--- src/lco_pkg.sv ---
// shared types and constants for the line clip outcode unit
`timescale 1ns / 1ps

package lco_pkg;

  // outcode bits
  localparam logic [3:0] CODE_LEFT   = 4'h1;
  localparam logic [3:0] CODE_RIGHT  = 4'h2;
  localparam logic [3:0] CODE_BOTTOM = 4'h4;
  localparam logic [3:0] CODE_TOP    = 4'h8;

  // clip passes before a segment is given up
  localparam int unsigned PASS_W     = 4;
  localparam logic [PASS_W-1:0] MAX_PASSES = 4'd8;

  // configuration register indexes
  localparam logic [1:0] REG_X_MIN = 2'd0;
  localparam logic [1:0] REG_Y_MIN = 2'd1;
  localparam logic [1:0] REG_X_MAX = 2'd2;
  localparam logic [1:0] REG_Y_MAX = 2'd3;

  typedef enum logic [2:0] {
    ST_IDLE,
    ST_EVAL,
    ST_CALC,
    ST_UPDATE,
    ST_OUT
  } clip_state_e;

  typedef enum logic [1:0] {
    MD_IDLE,
    MD_MUL,
    MD_DIV
  } md_state_e;

  // control towards the serial multiply-divide unit
  typedef struct packed {
    logic start;
  } md_ctrl_t;

  // status back from the serial multiply-divide unit
  typedef struct packed {
    logic done;
  } md_stat_t;

endpackage

--- src/lco_muldiv.sv ---
// bit-serial unsigned multiply then restoring divide: quot = ma * mb / mc
`timescale 1ns / 1ps

module lco_muldiv #(
  parameter int unsigned COORD_WIDTH = 16
) (
  input  logic                   clk_i,
  input  logic                   rst_ni,
  input  lco_pkg::md_ctrl_t      ctrl_i,
  input  logic [COORD_WIDTH-1:0] ma_i,
  input  logic [COORD_WIDTH-1:0] mb_i,
  input  logic [COORD_WIDTH-1:0] mc_i,
  output lco_pkg::md_stat_t      stat_o,
  output logic [COORD_WIDTH-1:0] quot_o
);

  localparam int unsigned W     = COORD_WIDTH;
  localparam int unsigned CNT_W = $clog2(COORD_WIDTH);
  localparam logic [CNT_W-1:0] CNT_LAST = CNT_W'(COORD_WIDTH - 1);

  lco_pkg::md_state_e state_q, state_d;
  logic [CNT_W-1:0]   cnt_q, cnt_d;
  logic               done_q, done_d;
  logic [W-1:0]       ma_q, ma_d;
  logic [W-1:0]       mb_q, mb_d;
  logic [W-1:0]       mc_q, mc_d;
  logic [2*W-1:0]     acc_q, acc_d;

  logic [W:0]         trial;
  logic [W:0]         trial_sub;
  logic               ge;

  // one restoring division step on the top half
  assign trial     = {acc_q[2*W-1:W], acc_q[W-1]};
  assign trial_sub = trial - {1'b0, mc_q};
  assign ge        = (trial >= {1'b0, mc_q});

  always_comb begin
    state_d = state_q;
    cnt_d   = cnt_q;
    done_d  = 1'b0;
    ma_d    = ma_q;
    mb_d    = mb_q;
    mc_d    = mc_q;
    acc_d   = acc_q;
    unique case (state_q)
      lco_pkg::MD_IDLE: begin
        if (ctrl_i.start) begin
          ma_d    = ma_i;
          mb_d    = mb_i;
          mc_d    = mc_i;
          acc_d   = '0;
          cnt_d   = '0;
          state_d = lco_pkg::MD_MUL;
        end
      end
      lco_pkg::MD_MUL: begin
        // shift-add, multiplier bits msb first
        acc_d = {acc_q[2*W-2:0], 1'b0} + (ma_q[W-1] ? {{W{1'b0}}, mb_q} : '0);
        ma_d  = {ma_q[W-2:0], 1'b0};
        cnt_d = cnt_q + 1'b1;
        if (cnt_q == CNT_LAST) begin
          cnt_d   = '0;
          state_d = lco_pkg::MD_DIV;
        end
      end
      lco_pkg::MD_DIV: begin
        acc_d = {(ge ? trial_sub[W-1:0] : trial[W-1:0]), acc_q[W-2:0], ge};
        cnt_d = cnt_q + 1'b1;
        if (cnt_q == CNT_LAST) begin
          done_d  = 1'b1;
          state_d = lco_pkg::MD_IDLE;
        end
      end
      default: state_d = lco_pkg::MD_IDLE;
    endcase
  end

  always_ff @(posedge clk_i or negedge rst_ni) begin
    if (!rst_ni) begin
      state_q <= lco_pkg::MD_IDLE;
      cnt_q   <= '0;
      done_q  <= 1'b0;
    end else begin
      state_q <= state_d;
      cnt_q   <= cnt_d;
      done_q  <= done_d;
    end
  end

  always_ff @(posedge clk_i) begin
    ma_q  <= ma_d;
    mb_q  <= mb_d;
    mc_q  <= mc_d;
    acc_q <= acc_d;
  end

  assign stat_o.done = done_q;
  assign quot_o      = acc_q[W-1:0];

endmodule

--- src/line_clip_outcode_unit.sv ---
// top level of the line clip outcode unit
`timescale 1ns / 1ps

// Clips one segment per transfer against the window in the four config
// registers (cohen-sutherland). Each clip pass forms the outcodes, waits on
// the serial multiply-divide unit for the intersection (multiply, divide and
// its done flag) and then moves the endpoint; a segment needs up to
// MAX_PASSES passes and none if it is trivially accepted or rejected, and a
// finished segment waits for the result register to free up. One segment is
// in work at a time; the result register lets the next segment be taken
// while the previous result still waits on the master side. Rejected
// segments give tuser 0 and all-zero coordinates.
module line_clip_outcode_unit #(
  parameter int unsigned COORD_WIDTH = 16
) (
  input  logic                   clk_i,
  input  logic                   rst_ni,
  // configuration writes
  input  logic                   cfg_we_i,
  input  logic [1:0]             cfg_idx_i,
  input  logic [COORD_WIDTH-1:0] cfg_data_i,
  // segment in
  input  logic                   s_axis_tvalid_i,
  output logic                   s_axis_tready_o,
  // fields from bit 0: x_a, y_a, x_b, y_b, zero padding
  input  logic [((4*COORD_WIDTH+7)/8)*8-1:0] s_axis_tdata_i,
  // clipped segment out
  output logic                   m_axis_tvalid_o,
  input  logic                   m_axis_tready_i,
  // fields from bit 0: clip_x_a, clip_y_a, clip_x_b, clip_y_b, zero padding
  output logic [((4*COORD_WIDTH+7)/8)*8-1:0] m_axis_tdata_o,
  // fields from bit 0: accepted
  output logic                   m_axis_tuser_o
);

  localparam int unsigned W      = COORD_WIDTH;
  localparam int unsigned DATA_W = ((4*COORD_WIDTH+7)/8)*8;
  localparam int unsigned PAD_W  = DATA_W - 4*COORD_WIDTH;

  // window registers
  logic signed [W-1:0] x_min_q, y_min_q, x_max_q, y_max_q;

  // working endpoints
  logic signed [W-1:0] x1_q, y1_q, x2_q, y2_q;
  logic signed [W-1:0] x1_d, y1_d, x2_d, y2_d;
  logic [lco_pkg::PASS_W-1:0] pass_q, pass_d;

  // per-pass context held while the divide runs
  logic                move_a_q, move_a_d;
  logic                is_x_q, is_x_d;
  logic signed [W-1:0] edge_q, edge_d;
  logic signed [W-1:0] other_q, other_d;
  logic                neg_q, neg_d;
  logic                acc_q, acc_d;

  // result register
  logic                out_valid_q, out_valid_d;
  logic                out_acc_q, out_acc_d;
  logic [4*W-1:0]      out_data_q, out_data_d;

  lco_pkg::clip_state_e state_q, state_d;

  // outcode evaluation
  logic [3:0]          c1, c2, code;
  logic                dec_acc, dec_rej;
  logic                move_a, is_x;
  logic signed [W-1:0] px, py, ox, oy;
  logic signed [W-1:0] p_along, p_other, o_along, o_other, edge_val;
  logic signed [W:0]   diff_a, diff_b, diff_c;
  logic [W:0]          abs_a, abs_b, abs_c;

  // endpoint update
  logic signed [W:0]   offset;
  logic signed [W:0]   moved;
  logic [W-1:0]        quot;
  logic                out_free;

  lco_pkg::md_ctrl_t   md_ctrl;
  lco_pkg::md_stat_t   md_stat;

  function automatic logic [3:0] outcode(
    input logic signed [W-1:0] x,
    input logic signed [W-1:0] y,
    input logic signed [W-1:0] xmin,
    input logic signed [W-1:0] ymin,
    input logic signed [W-1:0] xmax,
    input logic signed [W-1:0] ymax
  );
    logic [3:0] c;
    c = '0;
    if (x < xmin) c = c | lco_pkg::CODE_LEFT;
    if (x > xmax) c = c | lco_pkg::CODE_RIGHT;
    if (y < ymin) c = c | lco_pkg::CODE_BOTTOM;
    if (y > ymax) c = c | lco_pkg::CODE_TOP;
    return c;
  endfunction

  always_ff @(posedge clk_i or negedge rst_ni) begin
    if (!rst_ni) begin
      x_min_q <= '0;
      y_min_q <= '0;
      x_max_q <= W'(1023);
      y_max_q <= W'(1023);
    end else if (cfg_we_i) begin
      unique case (cfg_idx_i)
        lco_pkg::REG_X_MIN: x_min_q <= cfg_data_i;
        lco_pkg::REG_Y_MIN: y_min_q <= cfg_data_i;
        lco_pkg::REG_X_MAX: x_max_q <= cfg_data_i;
        lco_pkg::REG_Y_MAX: y_max_q <= cfg_data_i;
        default: ;
      endcase
    end
  end

  always_comb begin
    c1      = outcode(x1_q, y1_q, x_min_q, y_min_q, x_max_q, y_max_q);
    c2      = outcode(x2_q, y2_q, x_min_q, y_min_q, x_max_q, y_max_q);
    dec_acc = ((c1 | c2) == 4'h0);
    dec_rej = ((c1 & c2) != 4'h0) || (pass_q == lco_pkg::MAX_PASSES);
    move_a  = (c1 != 4'h0);
    code    = move_a ? c1 : c2;
    px      = move_a ? x1_q : x2_q;
    py      = move_a ? y1_q : y2_q;
    ox      = move_a ? x2_q : x1_q;
    oy      = move_a ? y2_q : y1_q;
    // edge in priority order left, right, bottom, top
    is_x    = ((code & (lco_pkg::CODE_LEFT | lco_pkg::CODE_RIGHT)) != 4'h0);
    if ((code & lco_pkg::CODE_LEFT) != 4'h0)        edge_val = x_min_q;
    else if ((code & lco_pkg::CODE_RIGHT) != 4'h0)  edge_val = x_max_q;
    else if ((code & lco_pkg::CODE_BOTTOM) != 4'h0) edge_val = y_min_q;
    else                                             edge_val = y_max_q;
    p_along = is_x ? px : py;
    p_other = is_x ? py : px;
    o_along = is_x ? ox : oy;
    o_other = is_x ? oy : ox;
    diff_a  = {edge_val[W-1], edge_val} - {p_along[W-1], p_along};
    diff_b  = {o_other[W-1], o_other} - {p_other[W-1], p_other};
    diff_c  = {o_along[W-1], o_along} - {p_along[W-1], p_along};
    abs_a   = diff_a[W] ? -diff_a : diff_a;
    abs_b   = diff_b[W] ? -diff_b : diff_b;
    abs_c   = diff_c[W] ? -diff_c : diff_c;
  end

  assign md_ctrl.start = (state_q == lco_pkg::ST_EVAL) && !dec_acc && !dec_rej;

  lco_muldiv #(
    .COORD_WIDTH(COORD_WIDTH)
  ) u_muldiv (
    .clk_i (clk_i),
    .rst_ni(rst_ni),
    .ctrl_i(md_ctrl),
    .ma_i  (abs_a[W-1:0]),
    .mb_i  (abs_b[W-1:0]),
    .mc_i  (abs_c[W-1:0]),
    .stat_o(md_stat),
    .quot_o(quot)
  );

  // signed offset added to the other coordinate
  assign offset   = neg_q ? -{1'b0, quot} : {1'b0, quot};
  assign moved    = {other_q[W-1], other_q} + offset;
  assign out_free = !out_valid_q || m_axis_tready_i;

  // next state
  always_comb begin
    state_d = state_q;
    unique case (state_q)
      lco_pkg::ST_IDLE:   if (s_axis_tvalid_i) state_d = lco_pkg::ST_EVAL;
      lco_pkg::ST_EVAL:   state_d = (dec_acc || dec_rej) ? lco_pkg::ST_OUT
                                                         : lco_pkg::ST_CALC;
      lco_pkg::ST_CALC:   if (md_stat.done) state_d = lco_pkg::ST_UPDATE;
      lco_pkg::ST_UPDATE: state_d = lco_pkg::ST_EVAL;
      lco_pkg::ST_OUT:    if (out_free) state_d = lco_pkg::ST_IDLE;
      default:            state_d = lco_pkg::ST_IDLE;
    endcase
  end

  // datapath and outputs
  always_comb begin
    x1_d        = x1_q;
    y1_d        = y1_q;
    x2_d        = x2_q;
    y2_d        = y2_q;
    pass_d      = pass_q;
    move_a_d    = move_a_q;
    is_x_d      = is_x_q;
    edge_d      = edge_q;
    other_d     = other_q;
    neg_d       = neg_q;
    acc_d       = acc_q;
    out_valid_d = out_valid_q && !m_axis_tready_i;
    out_acc_d   = out_acc_q;
    out_data_d  = out_data_q;
    unique case (state_q)
      lco_pkg::ST_IDLE: begin
        if (s_axis_tvalid_i) begin
          x1_d   = s_axis_tdata_i[W-1:0];
          y1_d   = s_axis_tdata_i[2*W-1:W];
          x2_d   = s_axis_tdata_i[3*W-1:2*W];
          y2_d   = s_axis_tdata_i[4*W-1:3*W];
          pass_d = '0;
        end
      end
      lco_pkg::ST_EVAL: begin
        acc_d    = dec_acc;
        move_a_d = move_a;
        is_x_d   = is_x;
        edge_d   = edge_val;
        other_d  = p_other;
        neg_d    = diff_a[W] ^ diff_b[W] ^ diff_c[W];
      end
      lco_pkg::ST_CALC: ;
      lco_pkg::ST_UPDATE: begin
        pass_d = pass_q + 1'b1;
        if (move_a_q) begin
          x1_d = is_x_q ? edge_q : moved[W-1:0];
          y1_d = is_x_q ? moved[W-1:0] : edge_q;
        end else begin
          x2_d = is_x_q ? edge_q : moved[W-1:0];
          y2_d = is_x_q ? moved[W-1:0] : edge_q;
        end
      end
      lco_pkg::ST_OUT: begin
        if (out_free) begin
          out_valid_d = 1'b1;
          out_acc_d   = acc_q;
          out_data_d  = acc_q ? {y2_q, x2_q, y1_q, x1_q} : '0;
        end
      end
      default: ;
    endcase
  end

  always_ff @(posedge clk_i or negedge rst_ni) begin
    if (!rst_ni) begin
      state_q     <= lco_pkg::ST_IDLE;
      out_valid_q <= 1'b0;
      pass_q      <= '0;
    end else begin
      state_q     <= state_d;
      out_valid_q <= out_valid_d;
      pass_q      <= pass_d;
    end
  end

  always_ff @(posedge clk_i) begin
    x1_q       <= x1_d;
    y1_q       <= y1_d;
    x2_q       <= x2_d;
    y2_q       <= y2_d;
    move_a_q   <= move_a_d;
    is_x_q     <= is_x_d;
    edge_q     <= edge_d;
    other_q    <= other_d;
    neg_q      <= neg_d;
    acc_q      <= acc_d;
    out_acc_q  <= out_acc_d;
    out_data_q <= out_data_d;
  end

  assign s_axis_tready_o = (state_q == lco_pkg::ST_IDLE);
  assign m_axis_tvalid_o = out_valid_q;
  assign m_axis_tuser_o  = out_acc_q;

  generate
    if (PAD_W > 0) begin : g_pad
      assign m_axis_tdata_o = {{PAD_W{1'b0}}, out_data_q};
    end else begin : g_nopad
      assign m_axis_tdata_o = out_data_q;
    end
  endgenerate

endmodule

--- config.mk ---
export PLATFORM = sky130hd
export DESIGN_NAME = line_clip_outcode_unit
export DESIGN_NICKNAME = d
export VERILOG_FILES = /design/src/lco_pkg.sv /design/src/lco_muldiv.sv /design/src/line_clip_outcode_unit.sv
export SDC_FILE = /design/constraint.sdc
export NUM_CORES = 1
export LEC_CHECK = 0
export BUFFER_PORTS_ARGS = -buffer_cell sky130_fd_sc_hd__buf_4
export CORE_MARGIN = 1.5
export CORE_UTILIZATION = 67
export CTS_CLUSTER_SIZE = 20
export DETAILED_ROUTE_END_ITERATION = 6
export GPL_TIMING_DRIVEN = 1
export PLACE_DENSITY = 0.89
export SLEW_MARGIN = 20
export SYNTH_ARGS = -nofsm -noshare
export SYNTH_HDL_FRONTEND = slang
export SYNTH_SLANG_ARGS = --single-unit
--- constraint.sdc ---
create_clock -name clk_i -period 11.8 [get_ports clk_i]
set_input_delay 0.59 -clock clk_i [delete_from_list [all_inputs] [get_ports clk_i]]
set_output_delay 0.59 -clock clk_i [all_outputs]
set_load 0.01 [all_outputs]
After elaboration in Yosys (flattened, before gate mapping)

Cells that the tools add are included.

Add/subtract/negate cells: 12
$lt $le $gt $ge: 9
Equality and inequality tests: 19
Muxes and demuxes: 62
Bitwise gates (word level): 4
Reduce and logical (&&, ||, !) cells: 33

Operators by type and width:

| operator                                     | number |
|---|---|
| two-way mux 16 bit                           | 28 |
| one-hot mux 16 bit (2 select lines)          | 5 |
| one-hot mux 32 bit (3 select lines)          | 1 |
| greater-than comparator 16 bit               | 4 |
| less-than comparator 16 bit                  | 4 |
| negation 16 bit                              | 4 |
| subtractor 16 x 16 -> 17 bit                 | 3 |
| adder 32 bit                                 | 1 |
| two-way mux 32 bit                           | 1 |
| two-way mux 3 bit                            | 7 |
| two-way mux 4 bit                            | 5 |
| AND reduction 2 bit                          | 9 |
| greater-or-equal comparator 17 x 16 -> 1 bit | 1 |
| adder 16 bit                                 | 1 |
| subtractor 16 bit                            | 1 |
| one-hot mux 3 bit (5 select lines)           | 1 |
| one-hot mux 4 bit (3 select lines)           | 1 |
| AND reduction 3 bit                          | 4 |
| nonzero test 4 bit                           | 3 |
| two-way mux 2 bit                            | 5 |
| != test 2 bit (second input constant)        | 5 |
| adder 4 x 1 -> 4 bit (second input constant) | 2 |
| == test 4 bit (second input constant)        | 2 |
| one-hot mux 4 bit (2 select lines)           | 1 |
| 19 further kinds                             | 40 |

Flip-flop bits (word level): 324
Input bits: 87
Output and inout bits: 67
Word-level logic and storage cells: 165

Logic depth before layout (Yosys ltp)

Word-level depth: 15
Depth in mapped cells: 34
Depth with buffers taken out: 32

Hierarchy

A second synthesis with hierarchy kept.

Cell total of the unflattened synthesis: 2480
Area total of the unflattened synthesis: 24079.3 um2

By module, submodules not included:

| module                 | instances | cells each | area an instance (um2) | sequential area each (um2) |
|---|---|---|---|---|
| line_clip_outcode_unit | 1         | 1945       | 18479.0                | 6781.5 |
| lco_muldiv             | 1         | 535        | 5600.4                 | 2577.5 |

Least setup slack after synthesis

OpenSTA, ideal clock, no wires.

Path type: flip-flop to flip-flop
Start: reg x_max_q[9]
End: reg u_muldiv.mb_q[13], data pin
Library setup time: 0.262 ns
Arrival time: 6.815 ns
Data required time: 11.538 ns
Path slack: 4.722 ns
Stages on the path, launching flop included: 33
Path buffers: 4
Period minus slack after synthesis: 7.078 ns
Cells stage by stage: dfstp_2 > inv_1 > ha_1 > nand4_1 > or4_1 > o22ai_1 > a31o_4 > nand2_4 > nor3_4 > buf_1 > clkbuf_1 > buf_1 > nor2_1 > a21oi_1 > ha_1 > fa_1 > nor2b_1 > o21ai_0 > a21boi_0 > o21ai_0 > a21boi_0 > o21ai_0 > a21boi_0 > o21ai_0 > a21boi_0 > o21ai_0 > a21boi_0 > o21ai_0 > a21boi_0 > o31ai_1 > clkbuf_1 > nand2_1 > xnor2_1

Longest elaborated chain between the ends: 11
Elaborated cells on any way between the ends: 20
Classes of those cells: add/sub: 2; order compare: 2; mux: 14; reduce/logical: 2

RTL lines:

| element                        | line                          | RTL |
|---|---|---|
| from (decl)                    | line_clip_outcode_unit.sv:41  | `logic signed [W-1:0] x_min_q, y_min_q, x_max_q, y_max_q;` |
| from (signal assigned)         | line_clip_outcode_unit.sv:108 | `lco_pkg::REG_X_MAX: x_max_q <= cfg_data_i;` |
| greater-than comparator 16 bit | line_clip_outcode_unit.sv:92  | `if (x > xmax) c = c \| lco_pkg::CODE_RIGHT;` |
| two-way mux 2 bit              | line_clip_outcode_unit.sv:92  |  |
| two-way mux 3 bit              | line_clip_outcode_unit.sv:93  | `if (y < ymin) c = c \| lco_pkg::CODE_BOTTOM;` |
| two-way mux 4 bit              | line_clip_outcode_unit.sv:94  | `if (y > ymax) c = c \| lco_pkg::CODE_TOP;` |
| nonzero test 4 bit             | line_clip_outcode_unit.sv:120 | `move_a = (c1 != 4'h0);` |
| two-way mux 3 bit              | line_clip_outcode_unit.sv:121 | `code = move_a ? c1 : c2;` |
| nonzero test 4 bit             | line_clip_outcode_unit.sv:127 | `is_x = ((code & (lco_pkg::CODE_LEFT \| lco_pkg::CODE_RIGHT)) != 4'h0);` |
| two-way mux 16 bit *           | line_clip_outcode_unit.sv:133 | `p_other = is_x ? py : px;` |
| named net p_other[0]           | line_clip_outcode_unit.sv:68  | `logic signed [W-1:0] p_along, p_other, o_along, o_other, edge_val;` |
| subtractor 16 x 16 -> 17 bit * | line_clip_outcode_unit.sv:137 | `diff_b = {o_other[W-1], o_other} - {p_other[W-1], p_other};` |
| negation 16 bit                | line_clip_outcode_unit.sv:140 | `abs_b = diff_b[W] ? -diff_b : diff_b;` |
| two-way mux 16 bit *           | line_clip_outcode_unit.sv:140 |  |
| named net abs_b[13]            | line_clip_outcode_unit.sv:70  | `logic [W:0] abs_a, abs_b, abs_c;` |
| to (signal assigned)           | lco_muldiv.sv:93              | `mb_q <= mb_d;` |
| to (decl)                      | lco_muldiv.sv:25              | `logic [W-1:0] mb_q, mb_d;` |

Mark *: on every way through the listed nets, which the timed path passes. The rest lies on a longest branch.
A chain may end at the register's enable or synchronous reset.

Worst setup path after layout

Start: reg x_max_q[1]
End: reg u_muldiv.mb_q[2], data pin

The elaborated chain is that of the path after synthesis.

==> flow_summary.ini <==
[synth]
synth_area_leader_cell = edfxtp_1
synth-edff-count = 245
yosys_warnings = 0
synthFlopType = edfxtp_1
synth_common_cells = 247 x nand2_1, 245 x edfxtp_1, 223 x ha_1
yosysMostFrequentCell = nand2_1
async_reset_ff_share_pct = 24.4
synth_area_um2 = 23800
syn_inst = 2464
syn-mean-instance-area_um2 = 9.67
yosys-top-cells-area = edfxtp_1 31%, ha_1 12%, dfrtp_1 6.2%, mux2i_1 4.6%, nand2_1 3.9%
synth_cell_type_count = 99
ys_seq_area_share_pct = 39.3
synth_top_area_share_pct = 30.9
syn_nets = 2780
synth-seq-cells = 324

[clocking]
worstSkewPairLatency_ns = 0.58
htree_num_levels = 2
post_cts_resized = 0
clock-sinks = 324
clk_path_buf_depth = 3
cts_buffers = 37
cts-root-buf = clkbuf_16
cts_tree = built
clk_pin_slew_worst_paths_ns = 0.07

[grt]
antenna_found_initial = 0
busiest_layer = met2
gr-usage-met2_pct = 63.7
grt_pass1_vias = 19100
gr-usage-met3_pct = 6.44
grt_max_degree = 78
grt_util_all_layers_pct = 40.2
overflow = 0
grt_pass1_wl_um = 111000
met1_usage_pct = 55.3

[cells_and_area]
nFillCells = 2289
ff_latch_area_um2 = 9360
drive_gt1_share_pct = 14.1
fin_cells = 3083
fin_nets = 2914
multi_input_area_um2 = 13400
syn_to_final_growth_pct = 12.0

[timing]
min_period_ns = 7.86
tightest_slew_ns = 1.13
clock_skew_ns = 0.0400
finalHoldViolCount = 0
setup_tns_ns = 0
period_share_pct = 66.6
setup_viol = 0
relSlewSlack_pct = 24.2
max_freq_mhz = 127
rsz0062_at_grt = no
maxSlewViolCount = 0

[worst_setup_path]
startpoint_type = register
max_stage_delay_ns = 0.56
crit_fanout = 34
critPathSlowestCell = or4b_1
crit_cells = 32
r2r_cells = 32
end_kind = register
crit_family = compound AO/OA/AOI/OAI gates
critPathKind = register to register
required_ns = 12.12
cp.arrival_ns = 8.18
cp.buffers_inverters = 4

[detailed_routing]
dr.pass1.iters = 6
drc = 0
routed_via_density = 6.62
via_count = 20400
antenna_left = 0
wl_per_cell_um = 24.0
routed_wirelength_um = 73900
drt-initial-drc-count = 2372

[floorplanning]
die_w_um = 192
die_h_um = 192
start_util_pct = 68.5
core_um2 = 34800
floorplan.die_area_um2 = 36700
num_io_pins = 154
row_count = 68

[run]
drv_cap = 0

[place]
finalWeightedCongestion = 1.02
dp_cells = 3013
portBuffers = 153
hpwlAfterDp_um = 55600

[worst_hold_path]
hold_path_depth = 3
hold_path_class = input pin to register

[outcome]
outcome = complete, no violations
-- final cells by class --
type	count	share of cell area (%)
Multi-Input combinational cell	1861	50.4
Antenna cell	1	0.00938
Inverter	195	2.74
Sequential cell	324	35.1
Clock inverter	23	0.717
Timing Repair Buffer	179	5.12
Clock buffer	45	3.82
Tap cell	455	2.13
-- metrics by stage --
stage	utilization [%]	worst slack (ns)	area, um2	hold slack (ns)
floorplan	-	4.72	23800	0.294
global placement	73.1	4.42	25400	0.473
detailed placement	73.2	4.16	25500	0.477
CTS	76.7	4.17	26700	0.263
global route	76.7	3.24	26700	0.291
finish	76.7	3.94	26700	0.261
-- logic make-up after synthesis --
| kind of cell | count (synthesis) | share of synthesized area (%) |
|---|---|---|
| DFF | 324 | 39.3 |
| xor gates and xnor gates | 126 | 4.63 |
| adders and majority gates | 231 | 12.3 |
| and+or+nand+nor | 755 | 15.5 |
| buffers and inverters | 279 | 4.45 |
| muxes | 172 | 7.57 |
| AOI/OAI and AO/OA | 577 | 16.3 |
-- worst register-to-register path, delay by kind of cell, from the launching register on --
kind / cells / cell delay, ns
xor+xnor: 1 / 0.12
simple gates: 6 / 1.25
compound gates: 17 / 3.46
buf+inv: 4 / 0.89
fa+ha+maj: 3 / 1.00
mux: 1 / 0.33
flops: 1 / 0.54
-- placed cells by master (no fill, tap or decap), drive strengths merged, types with 14 or more instances in the layout --
cell type and count:
ha 223, nor2b 21, a31oi 20, nor3 22, clkbuf 45, nand4 33, o21bai 28, a21o 28
dfrtp 59, buf 178, o31ai 23, o21a 41, or3 17, nand2 248, a22oi 20, inv 202
mux2 62, o21ai 122, a21boi 17, a211oi 23, nand3 34, dfstp 20, and2 94, and3 15
nor4 14, xnor2 104, a21oi 138, nand2b 36, mux2i 110, o211ai 35, nor2 184, xor2 22
edfxtp 245
-- flip-flops by register name, indices dropped and copies added, names as in the netlist, 2 cells and up --
signal	flops
u_muldiv.state_q	2
u_muldiv.mc_q	16
u_muldiv.mb_q	16
x1_q	16
edge_q	16
y_max_q	16
y1_q	16
x_max_q	16
state_q	3
x_min_q	16
pass_q	4
u_muldiv.cnt_q	4
other_q	16
m_axis_tdata_o	64
y2_q	16
y_min_q	16
x2_q	16
u_muldiv.ma_q	16
u_muldiv.acc_q	32
-- per-layer routing --
metal / routed length (um) / vias to the layer above
met5: 0 / -
met4: 3140 / 0
met3: 8100 / 196
met2: 33100 / 1271
met1: 29500 / 9731
li1: - / 9205
-- final timing paths --
check                               start                to  slack (ns)
min                        cfg_data_i[14]       x_min_q[14]        0.26
max reg2reg                    x_max_q[1]  u_muldiv.mb_q[2]        3.94
min in group asynchronous          rst_ni   m_axis_tvalid_o        0.45
max in group asynchronous          rst_ni       y_min_q[10]       10.21
min reg2reg                   y_min_q[13]       y_min_q[13]        0.51
max                            x_max_q[1]  u_muldiv.mb_q[2]        3.94
-- timing repair --
action,in CTS,in global routing
hold buffers,1,0
hold endpoints to repair,15,0
setup buffers,0,0
Power is not shown: default switching activity piles up to over one toggle a cycle in this logic, so the estimate is an artifact.
